--- config.mk ---
export PLATFORM = sky130hd
export DESIGN_NAME = camera_frame_parser_decoder_flat
export DESIGN_NICKNAME = d
export VERILOG_FILES = /design/src/rtl/core/cfp_pkg.sv /design/src/rtl/core/cfp_rx_if.sv /design/src/rtl/core/cfp_result_if.sv /design/src/rtl/core/cfp_cfg_if.sv /design/src/rtl/core/cfp_colour_decode.sv /design/src/rtl/core/camera_frame_parser_decoder.sv /design/src/flat_wrapper.sv
export SDC_FILE = /design/constraint.sdc
export NUM_CORES = 1
export LEC_CHECK = 0
export ABC_AREA = 1
export BUFFER_PORTS_ARGS = -buffer_cell sky130_fd_sc_hd__buf_2
export CAP_MARGIN = 20
export CORE_MARGIN = 5
export CORE_UTILIZATION = 35
export DETAILED_ROUTE_END_ITERATION = 16
export GPL_ROUTABILITY_DRIVEN = 0
export PLACE_DENSITY = 0.55
export SLEW_MARGIN = 30
export SYNTH_ARGS = -nofsm -noshare
export SYNTH_HDL_FRONTEND = slang
export SYNTH_SLANG_ARGS = --single-unit
--- constraint.sdc ---
create_clock -name clk -period 9.55 [get_ports clk]
set_input_delay 0.4775 -clock clk [delete_from_list [all_inputs] [get_ports clk]]
set_output_delay 0.4775 -clock clk [all_outputs]
set_load 0.01 [all_outputs]
--- src/rtl/core/cfp_pkg.sv ---
`timescale 1ns / 1ps
// Package for the camera frame parser: phase codes, framing bytes, register
// indexes and the per-colour result record. No dependencies.
package cfp_pkg;

  // Framing bytes
  localparam logic [7:0] HDR_BYTE  = 8'hFE;
  localparam logic [7:0] TAIL_BYTE = 8'hEF;

  // Payload bytes that take part in the decode (four triples)
  localparam int DECODE_BYTES = 12;
  localparam int COLOUR_BYTES = 6;

  // Field widths
  localparam int BYTE_W   = 8;
  localparam int CENTER_W = 10;
  localparam int TARGET_W = 8;
  localparam int VALUE_W  = 15;
  localparam int ERROR_W  = 16;
  localparam int CFG_IDX_W  = 2;
  localparam int CFG_DATA_W = 10;

  // Register indexes on the configuration channel
  localparam logic [CFG_IDX_W-1:0] REG_CENTER_X     = 2'd0;
  localparam logic [CFG_IDX_W-1:0] REG_RED_TARGET   = 2'd1;
  localparam logic [CFG_IDX_W-1:0] REG_GREEN_TARGET = 2'd2;

  // Register reset values
  localparam logic [CENTER_W-1:0] CENTER_X_RESET     = 10'd320;
  localparam logic [TARGET_W-1:0] RED_TARGET_RESET   = 8'd30;
  localparam logic [TARGET_W-1:0] GREEN_TARGET_RESET = 8'd29;

  // Parser phases
  typedef enum logic [2:0] {
    PH_IDLE     = 3'd0,
    PH_LENGTH   = 3'd1,
    PH_PAYLOAD  = 3'd2,
    PH_CHECKSUM = 3'd3,
    PH_TAIL     = 3'd4
  } phase_t;

  // Decoded fields of one colour
  typedef struct packed {
    logic        [VALUE_W-1:0] position;
    logic        [VALUE_W-1:0] distance;
    logic signed [ERROR_W-1:0] position_error;
    logic signed [ERROR_W-1:0] distance_error;
  } colour_t;

endpackage

--- src/rtl/core/cfp_rx_if.sv ---
`timescale 1ns / 1ps
// Received-byte channel: valid/ready handshake carrying one byte per transfer.
// Depends on cfp_pkg.
interface cfp_rx_if;
  logic                       valid;
  logic                       ready;
  logic [cfp_pkg::BYTE_W-1:0] rx_byte;

  modport source (output valid, output rx_byte, input ready);
  modport sink   (input valid, input rx_byte, output ready);
endinterface

--- src/rtl/core/cfp_result_if.sv ---
`timescale 1ns / 1ps
// Decoded frame channel: valid/ready handshake carrying the eight result fields.
// Depends on cfp_pkg.
interface cfp_result_if;
  logic                               valid;
  logic                               ready;
  logic        [cfp_pkg::VALUE_W-1:0] red_position;
  logic        [cfp_pkg::VALUE_W-1:0] red_distance;
  logic signed [cfp_pkg::ERROR_W-1:0] red_position_error;
  logic signed [cfp_pkg::ERROR_W-1:0] red_distance_error;
  logic        [cfp_pkg::VALUE_W-1:0] green_position;
  logic        [cfp_pkg::VALUE_W-1:0] green_distance;
  logic signed [cfp_pkg::ERROR_W-1:0] green_position_error;
  logic signed [cfp_pkg::ERROR_W-1:0] green_distance_error;

  modport source (
    output valid, input ready,
    output red_position, output red_distance,
    output red_position_error, output red_distance_error,
    output green_position, output green_distance,
    output green_position_error, output green_distance_error
  );
  modport sink (
    input valid, output ready,
    input red_position, input red_distance,
    input red_position_error, input red_distance_error,
    input green_position, input green_distance,
    input green_position_error, input green_distance_error
  );
endinterface

--- src/rtl/core/cfp_cfg_if.sv ---
`timescale 1ns / 1ps
// Configuration write channel: valid/ready handshake carrying register index
// and write data. Depends on cfp_pkg.
interface cfp_cfg_if;
  logic                           valid;
  logic                           ready;
  logic [cfp_pkg::CFG_IDX_W-1:0]  index;
  logic [cfp_pkg::CFG_DATA_W-1:0] data;

  modport source (output valid, output index, output data, input ready);
  modport sink   (input valid, input index, input data, output ready);
endinterface

--- src/rtl/core/cfp_colour_decode.sv ---
`timescale 1ns / 1ps
// Decode of one colour: two decimal triples into position and distance, and
// their errors against centre and target. Depends on cfp_pkg.
module cfp_colour_decode (
  input  logic [cfp_pkg::COLOUR_BYTES-1:0][cfp_pkg::BYTE_W-1:0] bytes,
  input  logic [cfp_pkg::CENTER_W-1:0]                          center_x,
  input  logic [cfp_pkg::TARGET_W-1:0]                          target,
  output cfp_pkg::colour_t                                      colour
);

  logic [cfp_pkg::VALUE_W-1:0] position;
  logic [cfp_pkg::VALUE_W-1:0] distance;
  logic                        not_seen;

  // Weight digits by 100, 10, 1 (constant multiplies, max 28305)
  assign position = cfp_pkg::VALUE_W'(bytes[0]) * cfp_pkg::VALUE_W'(100)
                  + cfp_pkg::VALUE_W'(bytes[1]) * cfp_pkg::VALUE_W'(10)
                  + cfp_pkg::VALUE_W'(bytes[2]);
  assign distance = cfp_pkg::VALUE_W'(bytes[3]) * cfp_pkg::VALUE_W'(100)
                  + cfp_pkg::VALUE_W'(bytes[4]) * cfp_pkg::VALUE_W'(10)
                  + cfp_pkg::VALUE_W'(bytes[5]);

  assign not_seen = (position == '0) && (distance == '0);

  // Errors wrap to 16 bits; zero them when the colour was not seen
  always_comb begin
    colour.position = position;
    colour.distance = distance;
    if (not_seen) begin
      colour.position_error = '0;
      colour.distance_error = '0;
    end else begin
      colour.position_error = cfp_pkg::ERROR_W'(position) - cfp_pkg::ERROR_W'(center_x);
      colour.distance_error = cfp_pkg::ERROR_W'(distance) - cfp_pkg::ERROR_W'(target);
    end
  end

endmodule

--- src/rtl/core/camera_frame_parser_decoder.sv ---
`timescale 1ns / 1ps
// Camera frame parser top level: framing state machine, payload store,
// configuration registers and result register. Depends on cfp_pkg, the three
// channel interfaces and cfp_colour_decode.
//
// Usage:
//   rx carries one received byte per transfer. Frames are 0xFE, a length byte,
//   payload (at least one byte), an 8-bit wrapping sum of the payload, 0xEF.
//   Any unexpected byte drops the parser back to idle.
//   result carries one decoded record per good frame: red and green position
//   and distance from payload bytes 0..11 as decimal triples, plus errors
//   against the configured centre and target distances.
//   cfg writes index 0 center_x, 1 red target, 2 green target; other indexes
//   are ignored. cfg is always ready; write only while the block is idle.
// Throughput: one byte per cycle outside the stall below. Latency: the record is
//   valid the cycle after the tail byte transfers, from the result register.
// Reset: parser idle, payload store and sum cleared, registers back to
//   320 / 30 / 29, no result pending.
// Stall: while a record waits on result, bytes keep transferring; only a byte
//   arriving in the tail phase is held off until the record is taken.
module camera_frame_parser_decoder (
  input  logic                 clk,
  input  logic                 rst,
  cfp_rx_if.sink               rx,
  cfp_result_if.source         result,
  cfp_cfg_if.sink              cfg
);

  cfp_pkg::phase_t phase, phase_next;

  logic [cfp_pkg::BYTE_W-1:0]   running_sum;
  logic [cfp_pkg::BYTE_W-1:0]   frame_length;
  logic [cfp_pkg::BYTE_W-1:0]   byte_count;
  logic [cfp_pkg::BYTE_W-1:0]   count_inc;
  logic [cfp_pkg::BYTE_W-1:0]   store [cfp_pkg::DECODE_BYTES];

  logic [cfp_pkg::CENTER_W-1:0] center_x;
  logic [cfp_pkg::TARGET_W-1:0] red_target;
  logic [cfp_pkg::TARGET_W-1:0] green_target;

  logic rx_fire;
  logic load_length;
  logic take_payload;
  logic emit;
  logic out_valid;

  logic [cfp_pkg::COLOUR_BYTES-1:0][cfp_pkg::BYTE_W-1:0] red_bytes;
  logic [cfp_pkg::COLOUR_BYTES-1:0][cfp_pkg::BYTE_W-1:0] green_bytes;
  cfp_pkg::colour_t red_dec, green_dec;
  cfp_pkg::colour_t red_out, green_out;

  // Hold off only a tail-phase byte while a record is stalled
  assign rx.ready  = !(out_valid && !result.ready && (phase == cfp_pkg::PH_TAIL));
  assign rx_fire   = rx.valid && rx.ready;
  assign count_inc = byte_count + 8'd1;
  assign cfg.ready = 1'b1;

  // Next phase
  always_comb begin
    phase_next = phase;
    if (rx_fire) begin
      unique case (phase)
        cfp_pkg::PH_IDLE:
          phase_next = (rx.rx_byte == cfp_pkg::HDR_BYTE) ? cfp_pkg::PH_LENGTH
                                                         : cfp_pkg::PH_IDLE;
        cfp_pkg::PH_LENGTH:   phase_next = cfp_pkg::PH_PAYLOAD;
        cfp_pkg::PH_PAYLOAD:
          phase_next = (count_inc >= frame_length) ? cfp_pkg::PH_CHECKSUM
                                                   : cfp_pkg::PH_PAYLOAD;
        cfp_pkg::PH_CHECKSUM:
          phase_next = (rx.rx_byte == running_sum) ? cfp_pkg::PH_TAIL
                                                   : cfp_pkg::PH_IDLE;
        cfp_pkg::PH_TAIL:     phase_next = cfp_pkg::PH_IDLE;
        default:              phase_next = cfp_pkg::PH_IDLE;
      endcase
    end
  end

  // Phase-driven controls
  always_comb begin
    load_length  = 1'b0;
    take_payload = 1'b0;
    emit         = 1'b0;
    unique case (phase)
      cfp_pkg::PH_LENGTH:  load_length  = rx_fire;
      cfp_pkg::PH_PAYLOAD: take_payload = rx_fire;
      cfp_pkg::PH_TAIL:    emit         = rx_fire && (rx.rx_byte == cfp_pkg::TAIL_BYTE);
      default: ;
    endcase
  end

  always_ff @(posedge clk) begin
    if (rst) begin
      phase <= cfp_pkg::PH_IDLE;
    end else begin
      phase <= phase_next;
    end
  end

  // Length, count and running sum
  always_ff @(posedge clk) begin
    if (rst) begin
      running_sum  <= '0;
      frame_length <= '0;
      byte_count   <= '0;
    end else if (load_length) begin
      running_sum  <= '0;
      frame_length <= rx.rx_byte;
      byte_count   <= '0;
    end else if (take_payload) begin
      running_sum  <= running_sum + rx.rx_byte;
      byte_count   <= count_inc;
    end
  end

  // Payload store: only the decoded window is kept, later bytes are summed only
  always_ff @(posedge clk) begin
    if (rst) begin
      for (int i = 0; i < cfp_pkg::DECODE_BYTES; i++) begin
        store[i] <= '0;
      end
    end else if (take_payload) begin
      for (int i = 0; i < cfp_pkg::DECODE_BYTES; i++) begin
        if (byte_count == cfp_pkg::BYTE_W'(i)) begin
          store[i] <= rx.rx_byte;
        end
      end
    end
  end

  // Configuration registers
  always_ff @(posedge clk) begin
    if (rst) begin
      center_x     <= cfp_pkg::CENTER_X_RESET;
      red_target   <= cfp_pkg::RED_TARGET_RESET;
      green_target <= cfp_pkg::GREEN_TARGET_RESET;
    end else if (cfg.valid && cfg.ready) begin
      unique case (cfg.index)
        cfp_pkg::REG_CENTER_X:     center_x     <= cfg.data;
        cfp_pkg::REG_RED_TARGET:   red_target   <= cfg.data[cfp_pkg::TARGET_W-1:0];
        cfp_pkg::REG_GREEN_TARGET: green_target <= cfg.data[cfp_pkg::TARGET_W-1:0];
        default: ;
      endcase
    end
  end

  // Decode both colours from the store
  always_comb begin
    for (int i = 0; i < cfp_pkg::COLOUR_BYTES; i++) begin
      red_bytes[i]   = store[i];
      green_bytes[i] = store[i + cfp_pkg::COLOUR_BYTES];
    end
  end

  cfp_colour_decode u_red (
    .bytes    (red_bytes),
    .center_x (center_x),
    .target   (red_target),
    .colour   (red_dec)
  );

  cfp_colour_decode u_green (
    .bytes    (green_bytes),
    .center_x (center_x),
    .target   (green_target),
    .colour   (green_dec)
  );

  // Result register: load on a good tail, drop once the transfer completes
  always_ff @(posedge clk) begin
    if (rst) begin
      out_valid <= 1'b0;
    end else if (emit) begin
      out_valid <= 1'b1;
    end else if (result.ready) begin
      out_valid <= 1'b0;
    end
  end

  always_ff @(posedge clk) begin
    if (emit) begin
      red_out   <= red_dec;
      green_out <= green_dec;
    end
  end

  assign result.valid                = out_valid;
  assign result.red_position         = red_out.position;
  assign result.red_distance         = red_out.distance;
  assign result.red_position_error   = red_out.position_error;
  assign result.red_distance_error   = red_out.distance_error;
  assign result.green_position       = green_out.position;
  assign result.green_distance       = green_out.distance;
  assign result.green_position_error = green_out.position_error;
  assign result.green_distance_error = green_out.distance_error;

`ifndef ASSERT_OFF
  a_emit_shows: assert property (@(posedge clk) disable iff (rst)
    emit |=> result.valid)
    else $error("good tail did not raise result valid");

  a_rose_from_tail: assert property (@(posedge clk) disable iff (rst)
    $rose(out_valid) |-> $past(phase) == cfp_pkg::PH_TAIL)
    else $error("result raised outside the tail phase");

  a_count_bound: assert property (@(posedge clk) disable iff (rst)
    (phase == cfp_pkg::PH_PAYLOAD) |-> (byte_count <= frame_length))
    else $error("payload count ran past frame length");

  a_red_unseen: assert property (@(posedge clk) disable iff (rst)
    (result.valid && result.red_position == '0 && result.red_distance == '0)
      |-> (result.red_position_error == '0 && result.red_distance_error == '0))
    else $error("red errors nonzero while red not seen");

  a_green_unseen: assert property (@(posedge clk) disable iff (rst)
    (result.valid && result.green_position == '0 && result.green_distance == '0)
      |-> (result.green_position_error == '0 && result.green_distance_error == '0))
    else $error("green errors nonzero while green not seen");
`endif

endmodule

--- src/flat_wrapper.sv ---
// flat-port wrapper written by rule: the top's interface ports become plain ports
module camera_frame_parser_decoder_flat 
  (clk, rst, rx_valid, rx_rx_byte, rx_ready, result_valid, result_ready, result_red_position, result_red_distance, result_red_position_error, result_red_distance_error, result_green_position, result_green_distance, result_green_position_error, result_green_distance_error, cfg_valid, cfg_index, cfg_data, cfg_ready);
  cfp_rx_if rx_i ();
  cfp_result_if result_i ();
  cfp_cfg_if cfg_i ();
  input  logic clk;
  input  logic rst;
  input wire logic [$bits(rx_i.valid)-1:0] rx_valid;
  input wire logic [$bits(rx_i.rx_byte)-1:0] rx_rx_byte;
  output wire logic [$bits(rx_i.ready)-1:0] rx_ready;
  output wire logic [$bits(result_i.valid)-1:0] result_valid;
  input wire logic [$bits(result_i.ready)-1:0] result_ready;
  output wire logic [$bits(result_i.red_position)-1:0] result_red_position;
  output wire logic [$bits(result_i.red_distance)-1:0] result_red_distance;
  output wire logic [$bits(result_i.red_position_error)-1:0] result_red_position_error;
  output wire logic [$bits(result_i.red_distance_error)-1:0] result_red_distance_error;
  output wire logic [$bits(result_i.green_position)-1:0] result_green_position;
  output wire logic [$bits(result_i.green_distance)-1:0] result_green_distance;
  output wire logic [$bits(result_i.green_position_error)-1:0] result_green_position_error;
  output wire logic [$bits(result_i.green_distance_error)-1:0] result_green_distance_error;
  input wire logic [$bits(cfg_i.valid)-1:0] cfg_valid;
  input wire logic [$bits(cfg_i.index)-1:0] cfg_index;
  input wire logic [$bits(cfg_i.data)-1:0] cfg_data;
  output wire logic [$bits(cfg_i.ready)-1:0] cfg_ready;
  assign rx_i.valid = rx_valid;
  assign rx_i.rx_byte = rx_rx_byte;
  assign rx_ready = rx_i.ready;
  assign result_valid = result_i.valid;
  assign result_i.ready = result_ready;
  assign result_red_position = result_i.red_position;
  assign result_red_distance = result_i.red_distance;
  assign result_red_position_error = result_i.red_position_error;
  assign result_red_distance_error = result_i.red_distance_error;
  assign result_green_position = result_i.green_position;
  assign result_green_distance = result_i.green_distance;
  assign result_green_position_error = result_i.green_position_error;
  assign result_green_distance_error = result_i.green_distance_error;
  assign cfg_i.valid = cfg_valid;
  assign cfg_i.index = cfg_index;
  assign cfg_i.data = cfg_data;
  assign cfg_ready = cfg_i.ready;
  camera_frame_parser_decoder u_core (.clk(clk), .rst(rst), .rx(rx_i), .result(result_i), .cfg(cfg_i));
endmodule
======== After elaboration in Yosys (flattened, before gate mapping) ========
Memories as Yosys holds them, arrays and structs flattened.
Cells that the tools add are included.
cells by class
  multipliers ............................. 8
  bitwise logic cells ..................... 12
  equal/unequal tests ..................... 20
  multiplexer cells ....................... 71
  $lt $le $gt $ge ......................... 1
  add/sub/neg operators ................... 14
  reductions and logical operators ........ 20
operators with widths
  operator                                                              count
  8-bit two-way mux                                                     12
  15-bit by 12-bit adder with 15-bit output                             4
  15-bit by 8-bit adder with 15-bit output                              4
  15-bit zero test                                                      4
  1-bit two-way mux                                                     57
  8-bit by 5-bit multiplier with 13-bit output (second input constant)  4
  8-bit by 3-bit multiplier with 11-bit output (second input constant)  4
  8-bit by 3-bit == test with 1-bit output (second input constant)      4
  8-bit by 4-bit == test with 1-bit output (second input constant)      4
  15-bit by 10-bit subtractor with 16-bit output                        2
  15-bit by 8-bit subtractor with 16-bit output                         2
  8-bit by 2-bit == test with 1-bit output (second input constant)      2
  8-bit == test (second input constant)                                 2
  1-bit OR                                                              12
  3-bit one-hot mux with 4 select lines                                 1
  8-bit by 1-bit adder with 8-bit output (second input constant)        1
  8-bit adder                                                           1
  8-bit by 1-bit == test with 1-bit output (second input constant)      1
  8-bit == test                                                         1
  8-bit >= comparator                                                   1
  8-bit zero test                                                       1
  3-bit by 2-bit == test with 1-bit output (second input constant)      2
  1-bit logical AND                                                     6
  2-bit AND reduction                                                   3
  other kinds (10)                                                      11
storage, ports and cells
  RAM bits ................................ 96
  memories ................................ 1
  flip-flop bits (word level) ............. 178
  output and inout port bits .............. 127
memories
  memory        words  bits a word  read ports  clocked after Yosys merged registers in  wr ports  line                               source
  u_core.store  12     8            12          0                                        12        camera_frame_parser_decoder.sv:35  logic [cfp_pkg::BYTE_W-1:0] store [cfp_pkg::DECODE_BYTES];

======== Depth between registers and ports, before layout ========
Gate-level depths: netlist of run 1.
  word-level depth ........................ 10
  mapped depth ............................ 28
  depth with buffers taken out ............ 28

======== Cells and area by module ========
From an unflattened synthesis of run 1, not the netlist that was laid out.
second synthesis, totals
  cell total of the unflattened synthesis .. 2356
  area total of the unflattened synthesis .. 20444.6 um2
modules (own cells, without submodules)
  module                               area an instance (um2)  instances  cells each
  camera_frame_parser_decoder          9924.5                  1          730
  cfp_colour_decode at u_core.u_green  5333.9                  1          812
  cfp_colour_decode at u_core.u_red    5186.2                  1          814

======== Least setup slack after synthesis of run 1 ========
Ideal clock, no wire load.
  kind .................................... input to register
  start ................................... in rx_rx_byte[1]
  end ..................................... reg u_core.green_out, in the netlist u_core.result.green_distance[0], enable pin
  setup slack ............................. 2778 ps
  required time ........................... 8940 ps
  stages .................................. 4
  library setup time ...................... 610 ps
  data arrival time ....................... 6161 ps
  path through ............................ inv_1 -> nor4_1 -> nand3_1 -> nor2_1
between the ends
  longest elaborated chain between the ends .. 3
ends and longest elaborated chain
  item                   line                                source
  start, declared        flat_wrapper.sv:10                  input wire logic [$bits(rx_i.rx_byte)-1:0] rx_rx_byte;
  8-bit == test          camera_frame_parser_decoder.sv:87   cfp_pkg::PH_TAIL: emit = rx_fire && (rx.rx_byte == cfp_pkg::TAIL_BYTE);
  1-bit logical AND      camera_frame_parser_decoder.sv:87
  1-bit two-way mux      camera_frame_parser_decoder.sv:84   unique case (phase)
  named net u_core.emit  camera_frame_parser_decoder.sv:44   logic emit;
  end signal, assigned   camera_frame_parser_decoder.sv:183  green_out <= green_dec;
  end, declared          camera_frame_parser_decoder.sv:50   cfp_pkg::colour_t red_out, green_out;
The timed path passes the listed nets, and every way through them passes these cells.
A chain may end at the register's enable or synchronous reset.

==> reports/metrics.cfg, run 1 <==
[worst_hold_path]
hp-class=primary input to flip-flop

[sta]
worst_pin_slew_ps=914.1
rsz0062_at_grt=false
period_minus_slack_ps=5363
clock-skew-final_ps=15.66
setup_tns_ps=0
relSlewSlack_pct=38.92
hold_viol_final=0
finalCritPeriodShare_pct=56.15
max_freq_mhz=186.5
drv_slew=0
setup_violations=0

[grt]
first_global_vias=15300
grt_max_degree=70
antenna_found_initial=0
grt_pass1_wl_mm=79.14
track_usage_pct=15.32
grt_overflow_total=0

[routing]
totalWireLength_mm=48.74
ant_nets=0
wl_per_cell_um=14.86
routed-via-count=15440
drtIter0Drc=835
drt_pass1_iterations=5
drc=0
vias_per_cell=4.708

[power_and_ir_drop]
p_switching_mw=1.878
p_seq_share_pct=30.1
pwr_density_cell_nw_per_um2=212.9
swShare_pct=38.87
internal_power_mw=2.954
ir_drop_mv=0.1123
pwr-share-comb_pct=44.4
power.clock.fraction_pct=25.5
p_leak_nw=11.11

[yosys]
async_flop_share_pct=0
synth_fp_nets=2688
yosysTopAreaCellShare_pct=32.99
synth_cell_types=43
ys_seq_elements=274
synth_warnings=0
ys_seq_area_share_pct=38.39
synth_cells=2333
synth_edf_count=220
synth_area_um2=20030
synth_top_area_cell=edfxtp_1
netlist_top_cells_area=edfxtp_1 33%, ha_1 18%, nand2_1 9.5%
synth.avg_cell_area_um2=8.584
synth_ff_type=edfxtp_1

[floorplan]
die_area_um2=62100
rows=87
dieWidth_um=249.2
core_area_um2=56500
die_h_um=249.2
pin_count=152
start_util_pct=35.45

[cts]
post_cts_resized=0
cts_max_path_buffers=3
path_clk_slew_ps=60
clk_latency_ps=580
clock-sinks=274
tritoncts=built
numCtsBuffers=31
cts-root-buf=clkbuf_16
cts.hold.buffers_added=0
cts_setup_buffers=0
htree_num_levels=1

[critical_path]
cp_max_fo=32
reg2reg_slack_ps=4190
path_class=flip-flop to flip-flop
end_kind=flip-flop
cp_data_arrival_time_ps=5650
startpoint_type=flip-flop
crit_required_ps=9830

[job]
maxCapViolations=0

[final_layout]
synthToLayoutAreaGrowth_pct=13.34
drive_gt1_share_pct=9.913
fill_cells=5653
num-nets-final=2853
utilization_pct=40.18

[placement]
hpwl_mm=38.80
io_buffer_count=150

[status]
outcome=finished, final reports clean

[placed cells by master (no fill, tap or decap), types with 12 or more instances in the layout]
cell,instances
o21ai_0,48
nand4_1,23
clkbuf_16,31
nor3_1,12
nand2_2,13
nor2_1,250
xnor2_1,48
nor2_2,15
edfxtp_1,220
nand2_1,507
a21oi_1,128
dfxtp_1,54
fa_1,49
ha_1,281
o211ai_1,14
xor2_1,53
nand3_1,112
inv_1,404
buf_2,150
[flip-flops by register name, summed over array words and instances (netlist names), 10 cells and up]
register and cells:
u_core.store 96, u_core.result.red_distance_error 16, u_core.result.red_position 15, u_core.result.red_position_error 16, u_core.result.green_distance_error 16, u_core.result.green_position 15
u_core.result.green_position_error 16, u_core.center_x 10, u_core.result.green_distance 15, u_core.result.red_distance 15
[worst max-delay path: stages, from the launching register on]
cell      delay (ps)
edfxtp_1         420
ha_1             310
ha_1             270
inv_1             50
fa_1             500
inv_1             40
ha_1             360
nand2_1           80
o21ai_1          250
xnor2_1          160
inv_1             60
ha_1             290
ha_1             370
inv_1             70
o21ai_0          250
a21oi_1          120
nand2_2          100
inv_2             40
nand2_1           60
nand2_2           80
nor2_2           240
nand3_2          130
nor2_4           690
nor2_1           100
[logic make-up (layout without fill, tap and decap cells)]
family | after synthesis | count (layout) | share of synthesized area (%)
xor+xnor | 102 | 102 | 4.498
other cells | 1 | 2 | 0.01872
flops | 274 | 274 | 38.39
fa+ha+maj | 330 | 330 | 22.45
buf+inv | 436 | 625 | 8.372
simple gates | 958 | 958 | 19.86
compound gates | 232 | 232 | 6.416
[metal layers]
metal | global-route usage (%) | share of wire (%)
met5 | 0 | 0
met1 | 20.52 | 47
met4 | 4.265 | 2.7
met3 | 1.911 | 3.8
met2 | 26.22 | 47
[layout make-up]
type | count | area, µm² | area share [%]
clock inverters | 22 | 254.0 | 1.119
repair buffers | 156 | 795.8 | 3.506
clock buffers | 35 | 790.8 | 3.484
inverters | 412 | 1546 | 6.813
flip-flops and latches | 274 | 7687 | 33.87
well taps | 756 | 945.9 | 4.167
multi-input cells | 1623 | 10680 | 47.03
diodes | 1 | 2.502 | 0.01102
[worst paths after layout]
kind / start / cells past startpoint / end
hold / removal: cfg_data[8] / 3 / u_core.center_x[8]
hold reg to reg: u_core.running_sum[2] / 2 / u_core.running_sum[2]
setup reg to reg: u_core.store[1][11] / 23 / u_core.result.red_distance_error[0]
setup / recovery: u_core.store[1][11] / 23 / u_core.result.red_distance_error[0]
[power by group through the flow]
stage | Sequential [mW] | Clock, mW | Combinational [mW]
2_1_floorplan | 1.47 | 0 | 1.67
3_3_place_gp | 1.48 | 0 | 2.11
3_5_place_dp | 1.48 | 0 | 2.14
4_1_cts | 1.45 | 1.27 | 2.16
5_1_grt | 1.46 | 1.32 | 2.47
6_report | 1.45 | 1.23 | 2.15
[metrics by stage]
step | power, mW | hold WS, ps | area, µm² | worst slack [ps] | instances
after global routing | 5.241 | 152.8 | 22700 | 3727 | 3278
final | 4.831 | 140.6 | 22700 | 4188 | 3279
after CTS | 4.880 | 101.4 | 22690 | 4188 | 3278
after detailed placement | 3.619 | 465.7 | 21650 | 4206 | 3221
after floorplan | 3.143 | 426.4 | 20030 | 2778 | 2333
after global placement | 3.588 | 453.1 | 21650 | 4332 | 3221
[Yosys cell counts, types with 3 or more instances]
| cell type | count |
|---|---|
| clkbuf_1 | 15 |
| o211ai_1 | 14 |
| xnor2_1 | 48 |
| nand4_1 | 23 |
| dfxtp_1 | 54 |
| nand2_2 | 13 |
| a21o_1 | 5 |
| nand3b_1 | 10 |
| edfxtp_1 | 220 |
| nand2_1 | 507 |
| buf_4 | 4 |
| a31oi_1 | 10 |
| nor4_1 | 5 |
| ha_1 | 281 |
| inv_1 | 404 |
| nor2_1 | 251 |
| nor3_1 | 13 |
| o21ai_1 | 3 |
| inv_2 | 6 |
| fa_1 | 49 |
| o21bai_1 | 6 |
| nand3_1 | 112 |
| o21ai_0 | 48 |
| a22oi_1 | 7 |
| o21a_1 | 5 |
| xor2_1 | 53 |
| a21oi_1 | 128 |
| buf_6 | 3 |
| nor2_2 | 15 |
| nand3_2 | 5 |
Power figures use the tool's default switching activity.
==> run 2: changes to the inputs <==
PLACE_DENSITY = 0.57   (was 0.55)
clock period = 4.4 ns   (was 9.55 ns; I/O delays follow)
==> reports/metrics.cfg, run 2 (synthesized netlist as in run 1, its figures left out) <==
[status]
outcome=finished, violations left
violations=setup timing

[power_and_ir_drop]
pwr_density_cell_nw_per_um2=499.1
ir_drop_mv=0.3195
p_leak_nw=12.75

[routing]
routed-via-count=16710
drt_pass1_iterations=5
drtIter0Drc=739
drc=0
ant_nets=0
totalWireLength_mm=53.01
wl_per_cell_um=14.83
vias_per_cell=4.675

[critical_path]
cp_data_arrival_time_ps=5060
end_kind=flip-flop
path_class=flip-flop to flip-flop
startpoint_type=flip-flop
crit_required_ps=4840
cp_max_fo=4

[final_layout]
final_common_cell=nand2_1
seqCellArea_um2=7687
largest-register=u_core.store
synthToLayoutAreaGrowth_pct=33.96
num-nets-final=3151
layout_common_cells=449 x nand2_1, 385 x inv_1, 267 x buf_4
multi_input_area_um2=12390
drive_gt1_share_pct=28.95
diodes=0
largest_register_ff_count=96
fill_cells=5196

[sta]
worst_pin_slew_ps=936.0
rsz0062_at_grt=true
setup_tns_ps=-6573
drv_slew=0
finalCritPeriodShare_pct=105.1
relSlewSlack_pct=37.60
fin_ws_ps=-226.3
max_freq_mhz=216.2
setup_violations=64
clock-skew-final_ps=11.66
hold_viol_final=0
period_minus_slack_ps=4626

[cts]
path_clk_slew_ps=60
htree_num_levels=1
cts_max_path_buffers=3
tritoncts=built
clock-sinks=274
numCtsBuffers=30
clk_latency_ps=580
cts-root-buf=clkbuf_16

[floorplan]
core_area_um2=56500
start_util_pct=35.45
die_area_um2=62100
pin_count=152
die_h_um=249.2
dieWidth_um=249.2
rows=87

[placement]
io_buffer_count=150
hpwl_mm=40.04
pre_cts_slack_ps=-456.1

[grt]
grt_max_degree=126
grt_pass1_wl_mm=84.76
track_usage_pct=16.34
first_global_vias=16700
grt_overflow_total=0
antenna_found_initial=0

[job]
maxCapViolations=0

[worst_hold_path]
hp-class=primary input to flip-flop

run 2: cell count changes in the layout (fill, tap and decap cells not counted), moves of 38 or more:
cell     previous run  this run
buf_4               6       267
ha_1              281       213
ha_4                0        61
nand2_1           507       449
nand2_2            13        59
nor2_1            250       181
nor2_2             15        53
run 2: power by group:
part | internal (mW) | leakage, nW | switching, mW
sequential | 3.12 | 2.54 | 0.0392
clock | 1.47 | 0.488 | 1.07
combinational | 3.72 | 9.72 | 3.98
run 2: path summary, 6_finish.rpt:
path / start / end / slack, ps / cells after the start
max: u_core.store[0][2] / u_core.result.red_position_error[15] / -230 / 23
min: cfg_index[1] / u_core.center_x[6] / 40 / 3
max reg2reg: u_core.store[0][2] / u_core.result.red_position_error[15] / -230 / 23
min reg2reg: u_core.running_sum[0] / u_core.running_sum[0] / 470 / 2
run 2: area by class of cell:
type / count / share of cell area, %
Timing Repair Buffer: 455 / 12.19
Clock inverter: 13 / 0.4850
Inverter: 412 / 5.764
Tap cell: 756 / 3.526
Sequential cell: 274 / 28.65
Clock buffer: 42 / 3.195
Multi-Input combinational cell: 1623 / 46.19
run 2: routing by layer:
metal / share of wire [%] / track usage, % / wire length, µm
met5: 0 / 0 / 0
met4: 3.6 / 5.331 / 1892
met3: 3.7 / 2.046 / 1973
met2: 48 / 28.38 / 25400
met1: 45 / 21.21 / 23740
run 2: worst max-delay path, stage by stage (launching register included):
cell and delay [ps]:
edfxtp_1 490, ha_4 320, ha_4 200, ha_4 270, inv_2 30, fa_1 460
inv_1 50, fa_1 480, ha_4 350, nand2_4 80, inv_2 60, nand2_2 50
nand2_2 80, a21oi_2 50, xnor2_2 270, ha_4 270, nand2_4 90, nor2_4 40
nand2_1 70, nand4_1 160, nand2_1 150, nand4_1 140, or2_0 250, nor2_1 90
run 2: per-stage QoR:
step	instance area [µm²]	util, %	total power, mW	hold WS [ps]	std cells
after floorplan	20130	-	6.899	346.3	2333
after global placement	23410	41.44	9.151	453.1	3441
after detailed placement	23410	41.44	9.249	464.9	3441
after CTS	26160	46.30	12.83	5.411	3560
after global routing	26830	47.49	14.36	51.46	3575
final	26830	47.49	13.39	44.45	3575
run 2: what timing repair did:
| item | CTS | global route |
|---|---|---|
| pin swaps | 177 | 119 |
| buffers inserted | 48 | 20 |
| hold endpoints to repair | 28 | 0 |
| cloned | 6 | 0 |
| resized for setup | 228 | 136 |
| hold buffers | 12 | 0 |
| setup endpoints to repair | 66 | 68 |
==> run 3: changes to the inputs <==
MAX_ROUTING_LAYER = met4   (was default)
clock period = 4 ns   (was 4.4 ns; I/O delays follow)
==> reports/metrics.cfg, run 3 (synthesized netlist as in run 1, its figures left out) <==
[power_and_ir_drop]
pwr-share-comb_pct=60.1
p_seq_share_pct=22.2
power_mw=15.66
ir_drop_mv=0.3130
p_switching_mw=5.964
power.clock.fraction_pct=17.8
swShare_pct=38.08
pwr_density_cell_nw_per_um2=559.1
p_leak_nw=13.28
internal_power_mw=9.696

[sta]
fin_ws_ps=-566.9
hold_slack_ps=44.13
setup_violations=71
clock-skew-final_ps=9.773
relSlewSlack_pct=37.89
rsz0062_at_grt=true
max_freq_mhz=219.0
hold_viol_final=0
worst_pin_slew_ps=931.6
finalCritPeriodShare_pct=114.2
drv_slew=0
period_minus_slack_ps=4567

[job]
maxCapViolations=0

[cts]
path_clk_slew_ps=60
cts_max_path_buffers=3
htree_num_levels=1
tritoncts=built
cts-root-buf=clkbuf_16
clock-sinks=274
clk_latency_ps=570
numCtsBuffers=31

[critical_path]
cp_data_arrival_time_ps=4890
reg2reg_slack_ps=-570
path_class=flip-flop to flip-flop
cp_max_fo=6
r2r_start=u_core.store[3][2]
end_kind=flip-flop
startpoint_type=flip-flop
cp-startpoint=u_core.store[3][2]
reg2reg_depth=23
r2r_end=u_core.result.green_distance_error[3]
crit_required_ps=4320
endpoint=u_core.result.green_distance_error[3]

[floorplan]
dieWidth_um=249.2
die_area_um2=62100
start_util_pct=35.45
die_h_um=249.2
core_area_um2=56500
pin_count=152
rows=87

[routing]
routed-via-count=17120
wl_per_cell_um=14.83
totalWireLength_mm=54.41
ant_nets=0
vias_per_cell=4.667
drt_pass1_iterations=7
drc=0
drtIter0Drc=790

[placement]
dp.cells=3532
placed_cell_area_um2=24600
io_buffer_count=150
hpwl_mm=41.21

[grt]
first_global_vias=17200
track_usage_pct=17.18
grt_pass1_wl_mm=86.86
grt_max_degree=126
antenna_found_initial=2
grt_overflow_total=0

[final_layout]
final_area_um2=28010
largest-register=u_core.store
drive_gt1_share_pct=33.77
num-nets-final=3243
synthToLayoutAreaGrowth_pct=39.87
utilization_pct=49.58
final_common_cell=nand2_1
largest_register_ff_count=96
stdcell_count=3668
layout_common_cells=412 x nand2_1, 375 x inv_1, 345 x buf_4

[worst_hold_path]
hp-class=primary input to flip-flop

[status]
outcome=finished, violations left
violations=setup timing

## run 3: final cells by class
cell class              count  area (µm²)
inverters                 412        1549
well taps                 756       945.9
multi-input cells        1623       12810
diodes                      1       2.502
clock buffers              35       790.8
flip-flops and latches    274        7687
clock inverters            21       202.7
fillers                  5154       28480
repair buffers            546        4028
## run 3: worst min path at each step
stage / startpoint / endpoint / slack [ps] / depth (start not counted)
after detailed placement: cfg_data[8] / u_core.center_x[8] / 440 / 3
after floorplan: cfg_data[0] / u_core.green_target[0] / 330 / 2
after CTS: cfg_index[0] / u_core.center_x[6] / 1 / 3
after global placement: cfg_data[8] / u_core.center_x[8] / 440 / 3
final: cfg_index[0] / u_core.center_x[6] / 40 / 3
after global routing: cfg_index[0] / u_core.center_x[6] / 60 / 3
## run 3: per-stage QoR
stage / worst slack (ps) / setup TNS, ps
floorplan: -368.2 / -11520
global placement: -632.6 / -31380
detailed placement: -694.1 / -35500
CTS: -528.6 / -31420
global route: -787.6 / -46540
finish: -566.9 / -33280
## run 3: power groups by stage
| stage | sequential [mW] | clock, mW | combinational, mW |
|---|---|---|---|
| after floorplan | 3.51 | 0 | 4.48 |
| after global placement | 3.53 | 0 | 7.31 |
| after detailed placement | 3.53 | 0 | 7.42 |
| after CTS | 3.47 | 2.85 | 7.99 |
| after global routing | 3.48 | 2.97 | 10.3 |
| final | 3.47 | 2.78 | 9.40 |
## run 3: worst max-delay path, stage by stage, from the launching register on
cell and delay [ps]:
edfxtp_1 430, ha_1 320, ha_1 320, fa_1 540
ha_4 230, a21oi_2 140, nand2_2 90, a31oi_1 200
xor2_1 160, ha_1 270, ha_4 330, nand2_4 70
nor2_4 120, nand2_1 80, nand3_2 100, nand2_1 60
nand2_2 80, nand3_2 80, nor2_4 120, nand2_2 70
nor2_4 160, buf_12 150, clkbuf_16 160, nor2_2 30
## run 3: timing repair
item,4_1_cts,5_1_grt
gates cloned,5,1
resized for setup,122,269
endpoints found under the setup margin,74,82
hold buffers,15,0
pin swaps,97,163
endpoints found under the hold margin,26,0
buffers inserted,35,34
## run 3: metal layers
metal  share of wire (%)  track usage, %  vias up  wire, µm
li1                    -               -     8706         -
met1                  44           21.75     8008     24010
met2                  49           29.20      306     26760
met3                 3.6           1.733       98      1984
met4                 3.0           5.331        0      1657
met5                   0               -        -         0
